**config.mk**
```make
export PLATFORM = sky130hd
export DESIGN_NAME = pcbn_ctrl
export DESIGN_NICKNAME = d
export VERILOG_FILES = /design/src/hw/rtl/pcbn_pkg.sv /design/src/hw/rtl/pcbn_ctrl.sv
export SDC_FILE = /design/constraint.sdc
export NUM_CORES = 1
export LEC_CHECK = 0
export ABC_AREA = 1
export BUFFER_PORTS_ARGS = -buffer_cell sky130_fd_sc_hd__buf_2
export CAP_MARGIN = 20
export CORE_AREA = 5 5 42 44
export DETAILED_ROUTE_END_ITERATION = 16
export DIE_AREA = 0 0 47 49
export PLACE_DENSITY = 0.58
export SYNTH_ARGS = -nofsm -noshare
export SYNTH_HDL_FRONTEND = slang
export SYNTH_SLANG_ARGS = --single-unit
```
**constraint.sdc**
```tcl
create_clock -name clk_i -period 1 [get_ports clk_i]
set_input_delay 0.05 -clock clk_i [delete_from_list [all_inputs] [get_ports clk_i]]
set_output_delay 0.05 -clock clk_i [all_outputs]
set_load 0.005 [all_outputs]
```
**src/hw/rtl/pcbn_pkg.sv**
```systemverilog
// Package of the per-class box suppression block: beat types, register codes,
// controller/datapath command and status structs. No dependencies.
package pcbn_pkg;

  localparam int MaxBoxesDef = 64;
  localparam int CfgIdxW     = 2;
  localparam logic [15:0] ScoreThrRst = 16'd32768;
  localparam logic [15:0] OvlThrRst   = 16'd32768;

  localparam logic [CfgIdxW-1:0] CFG_SCORE_THR = 2'd0;
  localparam logic [CfgIdxW-1:0] CFG_OVL_THR   = 2'd1;

  typedef struct packed {
    logic [15:0] in_center_x;
    logic [15:0] in_center_y;
    logic [15:0] in_width;
    logic [15:0] in_height;
    logic [15:0] in_score;
    logic [7:0]  in_class;
    logic        in_last;
  } in_item_t;

  typedef struct packed {
    logic [15:0] out_center_x;
    logic [15:0] out_center_y;
    logic [15:0] out_width;
    logic [15:0] out_height;
    logic [15:0] out_score;
    logic [7:0]  out_class;
    logic        out_valid;
    logic        out_last;
  } out_item_t;

  typedef struct packed {
    logic load;       // take the candidate on the input
    logic scan_clr;   // rewind the scan index, drop the current best
    logic scan_inc;   // advance the scan index
    logic sel_take;   // scanned entry becomes the best
    logic rd_best;    // address the stores with the best index
    logic a_latch;    // hold the best box geometry, mark it done
    logic sup_mark;   // mark scanned entry done when the overlap test hits
    logic emit_push;  // release held result, hold the new one
    logic finish;     // release final result, clear frame state
  } cmd_t;

  typedef struct packed {
    logic in_last;
    logic scan_end;
    logic best_valid;
    logic j_better;
    logic j_skip;
  } sts_t;

endpackage

```
**src/hw/rtl/pcbn_ctrl.sv**
```systemverilog
// Sequencer of the box suppression block: load, select, suppress, emit.
// Depends on pcbn_pkg.
module pcbn_ctrl
  import pcbn_pkg::*;
(
  input  logic clk_i,
  input  logic rst_ni,
  input  logic start,
  output logic busy,
  input  sts_t sts_i,
  output cmd_t cmd_o
);

  typedef enum logic [3:0] {
    ST_IDLE, ST_SEL_INIT, ST_SEL_RD, ST_SEL_CMP, ST_A_RD, ST_A_LAT,
    ST_SUP_RD, ST_SUP_S1, ST_SUP_S2, ST_SUP_S3, ST_SUP_S4, ST_SUP_S5,
    ST_EMIT, ST_FIN
  } state_e;

  state_e state_q, state_d;
  logic   busy_q, busy_d;

  always_comb begin
    state_d = state_q;
    busy_d  = busy_q;
    cmd_o   = '0;
    case (state_q)
      ST_IDLE: begin
        if (start && !busy_q) begin
          cmd_o.load = 1'b1;
          if (sts_i.in_last) begin
            state_d = ST_SEL_INIT;
            busy_d  = 1'b1;
          end
        end
      end
      ST_SEL_INIT: begin
        cmd_o.scan_clr = 1'b1;
        state_d = ST_SEL_RD;
      end
      ST_SEL_RD: begin
        if (sts_i.scan_end) begin
          state_d = sts_i.best_valid ? ST_A_RD : ST_FIN;
        end else begin
          state_d = ST_SEL_CMP;
        end
      end
      ST_SEL_CMP: begin
        cmd_o.sel_take = sts_i.j_better;
        cmd_o.scan_inc = 1'b1;
        state_d = ST_SEL_RD;
      end
      ST_A_RD: begin
        cmd_o.rd_best = 1'b1;
        state_d = ST_A_LAT;
      end
      ST_A_LAT: begin
        cmd_o.rd_best  = 1'b1;
        cmd_o.a_latch  = 1'b1;
        cmd_o.scan_clr = 1'b1;
        state_d = ST_SUP_RD;
      end
      ST_SUP_RD: begin
        state_d = sts_i.scan_end ? ST_EMIT : ST_SUP_S1;
      end
      ST_SUP_S1: begin
        if (sts_i.j_skip) begin
          cmd_o.scan_inc = 1'b1;
          state_d = ST_SUP_RD;
        end else begin
          state_d = ST_SUP_S2;
        end
      end
      ST_SUP_S2: state_d = ST_SUP_S3;
      ST_SUP_S3: state_d = ST_SUP_S4;
      ST_SUP_S4: state_d = ST_SUP_S5;
      ST_SUP_S5: begin
        cmd_o.sup_mark = 1'b1;
        cmd_o.scan_inc = 1'b1;
        state_d = ST_SUP_RD;
      end
      ST_EMIT: begin
        cmd_o.emit_push = 1'b1;
        state_d = ST_SEL_INIT;
      end
      ST_FIN: begin
        cmd_o.finish = 1'b1;
        state_d = ST_IDLE;
        busy_d  = 1'b0;
      end
      default: begin
        state_d = ST_IDLE;
        busy_d  = 1'b0;
      end
    endcase
  end

  always_ff @(posedge clk_i or negedge rst_ni) begin
    if (!rst_ni) begin
      state_q <= ST_IDLE;
      busy_q  <= 1'b0;
    end else begin
      state_q <= state_d;
      busy_q  <= busy_d;
    end
  end

  assign busy = busy_q;

endmodule

```
# Word level (Yosys, flattened, before mapping)
# Index checks and enable logic that the tools add are counted.
# classes
eq_ne,15
muxes,21
n_bitwise,1
n_reduce_logical,11
# op_table
op,count
case mux 4 bit (11 select lines),1
"== test 4 bit, second input constant",6
2-to-1 mux 4 bit,6
"== test 4 x 3 -> 1 bit, second input constant",4
2-to-1 mux 1 bit,12
OR reduction 12 bit,1
OR reduction 2 bit,5
"== test 4 x 2 -> 1 bit, second input constant",2
"== test 4 x 1 -> 1 bit, second input constant",1
zero test 4 bit,1
"!= test 2 bit, second input constant",2
case mux 1 bit (2 select lines),2
AND reduction 3 bit,1
AND reduction 2 bit,1
logical AND 1 bit,1
zero test 1 bit,1
NOT 1 bit,1
# word_totals
reg_bits,5
word_cells,50

# Logic depth before layout (Yosys ltp)
# Gate-level depths: netlist of the first run.
# logic_depth
depth_word,4
ltp_mapped,8
ltp_nobuf,7

# Worst setup path after synthesis of the first run
# OpenSTA, ideal clock, no wires.
# synth_path
path_kind,flip-flop to flip-flop
from,register state_q[3]
to,register busy_q (netlist: busy)
arrival_ns,0.958
path_slack_ns,-0.031
stages_incl_launch_ff,7
path_cell_list,dfrtp_1 > buf_6 > nor2_4 > nand2_2 > nor2_4 > nand2_2 > a21oi_2
# synth_via
elab_chain_len,4
elab_cells_between_ends,19
classes_between,14 x eq/ne; 1 x mux; 1 x bitwise; 3 x reduce/logical
# synth_lines
item,line_no,source
"start, declared",pcbn_ctrl.sv:20,"state_e state_q, state_d;"
"start signal, assigned",pcbn_ctrl.sv:103,state_q <= state_d;
== test 4 bit (tied with other cells),pcbn_ctrl.sv:27,case (state_q)
OR reduction 12 bit (no source line),n/a,
NOT 1 bit (no source line),n/a,
AND reduction 3 bit (no source line),n/a,
"end signal, assigned",pcbn_ctrl.sv:104,busy_q <= busy_d;
"end, declared",pcbn_ctrl.sv:21,"logic busy_q, busy_d;"
# Several ways; a longest one is shown, not always the timed one.
# A chain may end at the register's enable or synchronous reset.

==> results of run 1 <==
==> worst max path at each step <==
stage               cells after the start                endpoint                    from
floorplan                               6        busy$_DFFE_PN0P_  state_q[3]$_DFFE_PN0P_
global placement                        7  state_q[1]$_DFFE_PN0P_  state_q[3]$_DFFE_PN0P_
detailed placement                      7  state_q[1]$_DFFE_PN0P_  state_q[3]$_DFFE_PN0P_
CTS                                     6                cmd_o[6]  state_q[3]$_DFFE_PN0P_
global route                            4                cmd_o[5]  state_q[2]$_DFFE_PN0P_
finish                                  4                cmd_o[5]  state_q[2]$_DFFE_PN0P_
==> registers in the layout (all words and copies together) (netlist names) <==
register / flops
state_q: 4
busy: 1
==> worst max-delay path, stage by stage, from the launching register on <==
cell,delay [ns]
dfrtp_2,0.46
nor2_4,0.17
inv_2,0.05
nor3b_2,0.13
buf_2,0.12
==> where the power goes <==
group	total (uW)	leakage (uW)	internal, uW	switching (uW)
clock network	246	0.0000150	152	94.7
logic	1500	0.000327	740	764
registers	482	0.0000571	314	168
==> kinds of logic after synthesis <==
logic type | count (synthesis) | synth area share [%]
AO/OA/AOI/OAI | 4 | 5.80
AND/OR/NAND/NOR | 46 | 55.0
flip-flops | 5 | 27.6
buffers and inverters | 12 | 11.6
==> Yosys cell counts, drive strengths merged <==
library cell   n  area [um^2]
nor3           1         10.0
nand4          1         6.26
dfrtp          5          125
o21ai          1         5.00
o211ai         1         7.51
buf            1         11.3
nand2         16         72.6
nand3          9         55.1
a21oi          2         13.8
inv           11         41.3
nor3b          1         7.51
nor2          18         97.6
==> per-stage QoR <==
| stage | setup TNS (ns) | util [%] | std cells | hold WS [ns] | total power (uW) |
|---|---|---|---|---|---|
| final | -2.55 | 53.8 | 120 | 0.0506 | 2230 |
| after global routing | -3.41 | 53.8 | 120 | 0.0680 | 2420 |
| after detailed placement | -0.774 | 42.6 | 105 | -0.128 | 1570 |
| after global placement | -0.679 | 42.6 | 105 | -0.130 | 1550 |
| after floorplan | -0.00409 | - | 67 | -0.246 | 1180 |
| after CTS | -2.47 | 52.9 | 119 | 0.0525 | 2190 |
==> repair_timing <==
action | in CTS | in global routing
hold buffers | 1 | 0
endpoints found under the setup margin | 14 | 14
endpoints found under the hold margin | 5 | 0
setup buffers | 9 | 1
pin swaps | 7 | 4
gates cloned | 0 | 0
resized for setup | 16 | 2
==> metal layers <==
| layer | GRT usage (%) | up-vias | share of wire [%] |
|---|---|---|---|
| met5 | 0 | - | 0 |
| met4 | 5.53 | 0 | 2.4 |
| met3 | 2.58 | 5 | 7.2 |
| met2 | 19.7 | 15 | 50 |
| met1 | 14.9 | 248 | 40 |
| li1 | - | 284 | - |
==> area by class of cell <==
type,instances,area [um^2]
fill,146,647
multi-input combinational,50,318
timing repair buffer,34,219
sequential,5,130
inverter,11,41.3
clock buffer,4,26.3
tap,16,20.0
==> impl_metrics.toml, run 1 <==
[status]
outcome = "finished with violations"
violations = "setup timing"

[timing]
relSlewSlack_pct = 89.3
finalSetupViolations = 14
min_period_over_period_pct = 123
layout_min_cycle_time_ns = 1.23
layout_setup_ws_ns = -0.232
rsz0062_at_grt = "true"
finalClockSkew_ns = 0.00202
fmax_ghz = 0.812
finalHoldViolCount = 0
worst-slew-pin-transition_ns = 0.160
finalMaxSlewViolations = 0

[global_route]
grt_pass1_wl_um = 2040
grt_pass1_vias = 490
gr-total-overflow = 0
grtUsageTotal_pct = 12.2
grt_max_degree = 7
antenna_found_initial = 0

[layout]
finish.instance_area_um2 = 754
area_delta_synth_final_pct = 66.6
mostFrequentLayoutCell = "buf_2"
num_antenna_cells = 0
final_cell_mix = "buf_2, buf_4, nor2_1, nand2_1"
drive_above_1_share_pct = 62.5
fin_nets = 113

[clock_network]
clk_pin_slew_ns = 0.05
clkSinkCount = 5
cts_made_buffers = 3
worstSkewPairLatency_ns = 0.25
clock_tree.root_cell = "clkbuf_4"
htree_levels = 1
cts_max_path_buffers = 2
cts_tree = "yes"

[place]
placed_area_um2 = 597
gp_routability_congestion = 0.809
io_buffers = 17
place_ws_ns = -0.155
dp_hpwl_um = 946

[detailed_routing]
wl_per_cell_um = 10.7
vias = 552
wl_um = 1280
ant_nets = 0
vias_per_cell = 4.60
drt_iter0_markers = 19
drc_errors = 0
dr.pass1.iters = 4

[worst_setup_path]
worst_setup_path_start_kind = "flop"
rr_worst_depth = 7
critPathMaxFanout = 5
critPathKind = "reg -> out"
r2r_start = "state_q[2]$_DFFE_PN0P_"
cp-end-kind = "primary output"
crit_arrival_ns = 1.18
required_ns = 0.95
reg2reg_setup_slack_ns = -0.19
r2r-end = "state_q[1]$_DFFE_PN0P_"

[floorplan]
core_um2 = 1400
rows = 14
die_area_um2 = 2300
initial_core_util_pct = 32.3
die_y_um = 49
die_w_um = 47
io_pins = 18

[synth]
syn_nets = 75
synth.avg_cell_area_um2 = 6.76
synth-seq-cells = 5
netlist_area_um2 = 453
ys_seq_area_share_pct = 27.6
synth_cell_type_count = 18
synthCells = 67
yosysWarningCount = 0

[min_path]
min_from = "sts_i[4]"
worstHoldPathCells = 3
min_to = "busy$_DFFE_PN0P_"
min_path_type = "in -> reg"

[power]
ir_drop_mv = 1.38
leakage_uw = 0.000399
powerDensity_nw_per_um2 = 2960

[job]
maxCapViolations = 0
Power figures use the tool's default switching activity.
==> inputs of run 2 (changes only) <==
- PLACE_DENSITY: 0.58 -> 0.73
==> run 2 against run 1 <==
Against the previous run:
- the flow still finishes with violations (setup timing)
- critical path depth is the same
- final area grew 3.5%
- final cell count grew 0.83%
==> impl_metrics.toml, run 2 (same netlist as run 1, synthesis figures left out) <==
[worst_setup_path]
crit_slowest_cell = "dfrtp_2"
worst_setup_path_start_kind = "flop"
critPathLaunch = "state_q[2]$_DFFE_PN0P_"
reg2reg_setup_slack_ns = -0.25
cp-end-kind = "primary output"
crit_arrival_ns = 1.25
critPathMaxFanout = 5
cp_top_family = "flip-flops"
required_ns = 0.95
path_cells = "nor2_4 > inv_2 > nor3b_2 > buf_2"
cpPeakStageDelay_ns = 0.46
critPathKind = "reg -> out"
crit_buf_inv = 2
r2r_start = "state_q[0]$_DFFE_PN0P_"

[detailed_routing]
wl_um = 1570
vias = 587
vias_per_cell = 4.85
dr.pass1.iters = 4
wl_per_cell_um = 13.0
ant_nets = 0
drc_errors = 0
drt_iter0_markers = 16

[place]
gp_routability_congestion = 0.818
placedCellCount = 106
dp_hpwl_um = 995
place_ws_ns = -0.116
io_buffers = 17

[floorplan]
rows = 14
initial_core_util_pct = 32.3
core_um2 = 1400
io_pins = 18
die_y_um = 49
die_w_um = 47
die_area_um2 = 2300

[global_route]
grtUsageTotal_pct = 14.5
grt_max_degree = 6
grt_pass1_vias = 578
antenna_found_initial = 0
grt_pass1_wl_um = 2370
gr-total-overflow = 0

[layout]
area_delta_synth_final_pct = 72.4
n_fill_cell = 136
fin_nets = 114
largest_reg_flops = 4
regMostFlops = "state_q"
final_cell_mix = "buf_2, buf_4, nand2_1, nor2_1, nor2_4"
mostFrequentLayoutCell = "buf_2"
num_antenna_cells = 0
drive_above_1_share_pct = 67.6
layout.cells.non_filler = 121

[timing]
worst-slew-pin-transition_ns = 0.187
relSlewSlack_pct = 87.5
finalSetupViolations = 14
tns_ns = -2.77
fmax_ghz = 0.769
min_period_over_period_pct = 130
layout_setup_ws_ns = -0.300
layout_min_cycle_time_ns = 1.30
finalMaxSlewViolations = 0
timing.hold.ws_ns = 0.0530
rsz0062_at_grt = "true"
finalHoldViolCount = 0
finalClockSkew_ns = 0.00615

[clock_network]
cts_max_path_buffers = 2
htree_levels = 1
clock_tree.root_cell = "clkbuf_4"
clkSinkCount = 5
worstSkewPairLatency_ns = 0.25
clk_pin_slew_ns = 0.04
cts_made_buffers = 3
cts_tree = "yes"

[power]
ir_drop_mv = 1.44
power_uw = 2290
powerDensity_nw_per_um2 = 2940
leakage_uw = 0.000405

[min_path]
min_path_type = "in -> reg"
min_from = "sts_i[4]"

[status]
outcome = "finished with violations"
violations = "setup timing"

[job]
maxCapViolations = 0
run 2: cell count changes in the layout (fill, tap and decap cells not counted), moves of 2 or more:
cell,before,now
nor2_1,11,9
nand3_1,7,5
nand3_2,2,4
nor2_2,0,2
run 2: what timing repair did:
| item | CTS | global route |
|---|---|---|
| buffers inserted | 7 | 3 |
| hold buffers | 1 | 0 |
| setup endpoints to repair | 14 | 14 |
| pin swaps | 6 | 7 |
| hold endpoints to repair | 5 | 0 |
| resized for setup | 14 | 9 |
run 2: metal layers:
layer / vias to the layer above / global-route usage, % / wire length, um
li1: 284 / - / -
met1: 269 / 15.4 / 550
met2: 28 / 24.7 / 845
met3: 6 / 2.58 / 101
met4: 0 / 9.22 / 73
met5: - / 0 / 0
run 2: final timing paths:
kind / endpoint / cells after the start
worst max-delay path: cmd_o[5] / 4
worst min-delay path: busy$_DFFE_PN0P_ / 3
worst max register to register: state_q[1]$_DFFE_PN0P_ / 8
worst min register to register: busy$_DFFE_PN0P_ / 2
max in group asynchronous: state_q[2]$_DFFE_PN0P_ / 2
min in group asynchronous: state_q[1]$_DFFE_PN0P_ / 2
run 2: cell type report:
cell class	count	area (um^2)	share of cell area, %
Multi-Input combinational cell	50	337	43.1
Timing Repair Buffer	35	226	29.0
Sequential cell	5	130	16.7
Inverter	11	41.3	5.29
Clock buffer	4	26.3	3.37
Tap cell	16	20.0	2.56
run 2: per-stage QoR:
step,util [%],cell area [um^2]
after global placement,43.1,604
after global routing,55.7,781
after detailed placement,43.1,604
after CTS,51.8,726
final,55.7,781
after floorplan,-,458
run 2: where the power goes:
part / switching (uW) / internal [uW]
logic: 825 / 727
registers: 185 / 314
clock network: 89.0 / 151
run 2: worst reg2reg max path, cell delays in order (launching register included):
cell     delay, ns
dfrtp_2       0.46
nand2_4       0.11
nor2_4        0.14
nand2_2       0.08
buf_4         0.13
buf_4         0.13
nand2_2       0.04
nor2_1        0.04
nand2_1       0.05
==> inputs of run 3 (changes only) <==
- RECOVER_POWER: unset -> 25
==> run 3 against run 2 <==
Against the previous run:
- critical endpoint unchanged
- clock power hardly changed
- setup slack unchanged
- the flow still finishes with violations (setup timing)
- flip-flop and latch count is the same
==> impl_metrics.toml, run 3 (same netlist as run 1, synthesis figures left out) <==
[status]
outcome = "finished with violations"
violations = "setup timing"

[floorplan]
rows = 14
die_y_um = 49
core_um2 = 1400
initial_core_util_pct = 32.3
die_area_um2 = 2300
die_w_um = 47
io_pins = 18

[layout]
final_cell_mix = "buf_2, buf_4, nand2_1, nor2_1, nor2_4"
largest_reg_flops = 4
final_core_util_pct = 55.6
drive_above_1_share_pct = 66.7
fin_nets = 114
regMostFlops = "state_q"
num_antenna_cells = 0
area_delta_synth_final_pct = 72.1

[power]
power_uw = 2290
powerDensity_nw_per_um2 = 2940
ir_drop_mv = 1.44
leakage_uw = 0.000402

[clock_network]
cts_max_path_buffers = 2
worstSkewPairLatency_ns = 0.25
clk_pin_slew_ns = 0.04
clock_tree.root_cell = "clkbuf_4"
cts_tree = "yes"
clkSinkCount = 5
htree_levels = 1
cts_made_buffers = 3

[detailed_routing]
drc_errors = 0
vias = 587
wl_per_cell_um = 13.0
dr.pass1.iters = 4
ant_nets = 0
wl_um = 1570
drt_iter0_markers = 16
vias_per_cell = 4.85

[worst_setup_path]
crit_slowest_cell = "dfrtp_2"
critPathKind = "reg -> out"
cpPeakStageDelay_ns = 0.46
required_ns = 0.95
critPathMaxFanout = 5
worst_setup_path_start_kind = "flop"
crit_arrival_ns = 1.25
path_cells = "nor2_4 > inv_2 > nor3b_2 > buf_2"
cp-end-kind = "primary output"

[global_route]
antenna_found_initial = 0
grt_pass1_wl_um = 2370
grt_pass1_vias = 578
gr-total-overflow = 0
grtUsageTotal_pct = 14.5
grt_max_degree = 6

[timing]
finalClockSkew_ns = 0.00615
finalMaxSlewViolations = 0
layout_setup_ws_ns = -0.300
fmax_ghz = 0.769
finalSetupViolations = 14
relSlewSlack_pct = 82.6
layout_min_cycle_time_ns = 1.30
finalHoldViolCount = 0
worst-slew-pin-transition_ns = 0.261
min_period_over_period_pct = 130
rsz0062_at_grt = "true"

[min_path]
min_path_type = "in -> reg"

[place]
dp_hpwl_um = 995
gp_routability_congestion = 0.818
io_buffers = 17

[job]
maxCapViolations = 0
run 3: routing by layer:
layer / routed length [um] / track usage [%]
met1: 550 / 15.4
met2: 845 / 24.7
met4: 73 / 9.22
met3: 101 / 2.58
met5: 0 / 0
run 3: final timing paths:
path | startpoint | endpoint | slack [ns] | cells after the start
min | sts_i[4] | busy$_DFFE_PN0P_ | 0.05 | 3
min reg2reg | busy$_DFFE_PN0P_ | busy$_DFFE_PN0P_ | 0.57 | 2
max in group asynchronous | rst_ni | state_q[2]$_DFFE_PN0P_ | 0.59 | 2
min in group asynchronous | rst_ni | state_q[1]$_DFFE_PN0P_ | 0.18 | 2
max | state_q[2]$_DFFE_PN0P_ | cmd_o[5] | -0.30 | 4
max reg2reg | state_q[0]$_DFFE_PN0P_ | state_q[1]$_DFFE_PN0P_ | -0.25 | 8
run 3: through the flow:
stage / TNS (ns) / cell area [um^2] / cells / setup WS (ns) / hold WS, ns
finish: -2.77 / 779 / 121 / -0.300 / 0.0530
global route: -3.62 / 779 / 121 / -0.352 / 0.0521
CTS: -2.29 / 726 / 118 / -0.243 / 0.0497
detailed placement: -0.595 / 604 / 106 / -0.116 / -0.133
global placement: -0.419 / 604 / 106 / -0.0977 / -0.136
floorplan: -0.00409 / 458 / 67 / -0.00409 / -0.246
run 3: repair_timing:
action                     CTS  global route
resized for setup           14             9
hold endpoints to repair     5             0
setup endpoints to repair   14            14
pin swaps                    6             7
hold buffers                 1             0
buffers inserted             7             3
cloned                       0             0
run 3: where the power goes:
| group | internal (uW) | total, uW | switching [uW] |
|---|---|---|---|
| clock | 151 | 240 | 89.0 |
| sequential | 314 | 500 | 185 |
| combinational | 726 | 1550 | 825 |
| total | 1190 | 2290 | 1100 |
run 3: worst max-delay path, delay by kind of cell, from the launching register on:
family | cells | cell delay, ns
flops | 1 | 0.46
buf+inv | 2 | 0.21
simple gates | 2 | 0.35
run 3: cell type report:
type / count / area [um^2]
timing repair buffer: 35 / 225
sequential: 5 / 130
clock buffer: 4 / 26.3
tap: 16 / 20.0
inverter: 11 / 41.3
fill: 137 / 622
multi-input combinational: 50 / 337
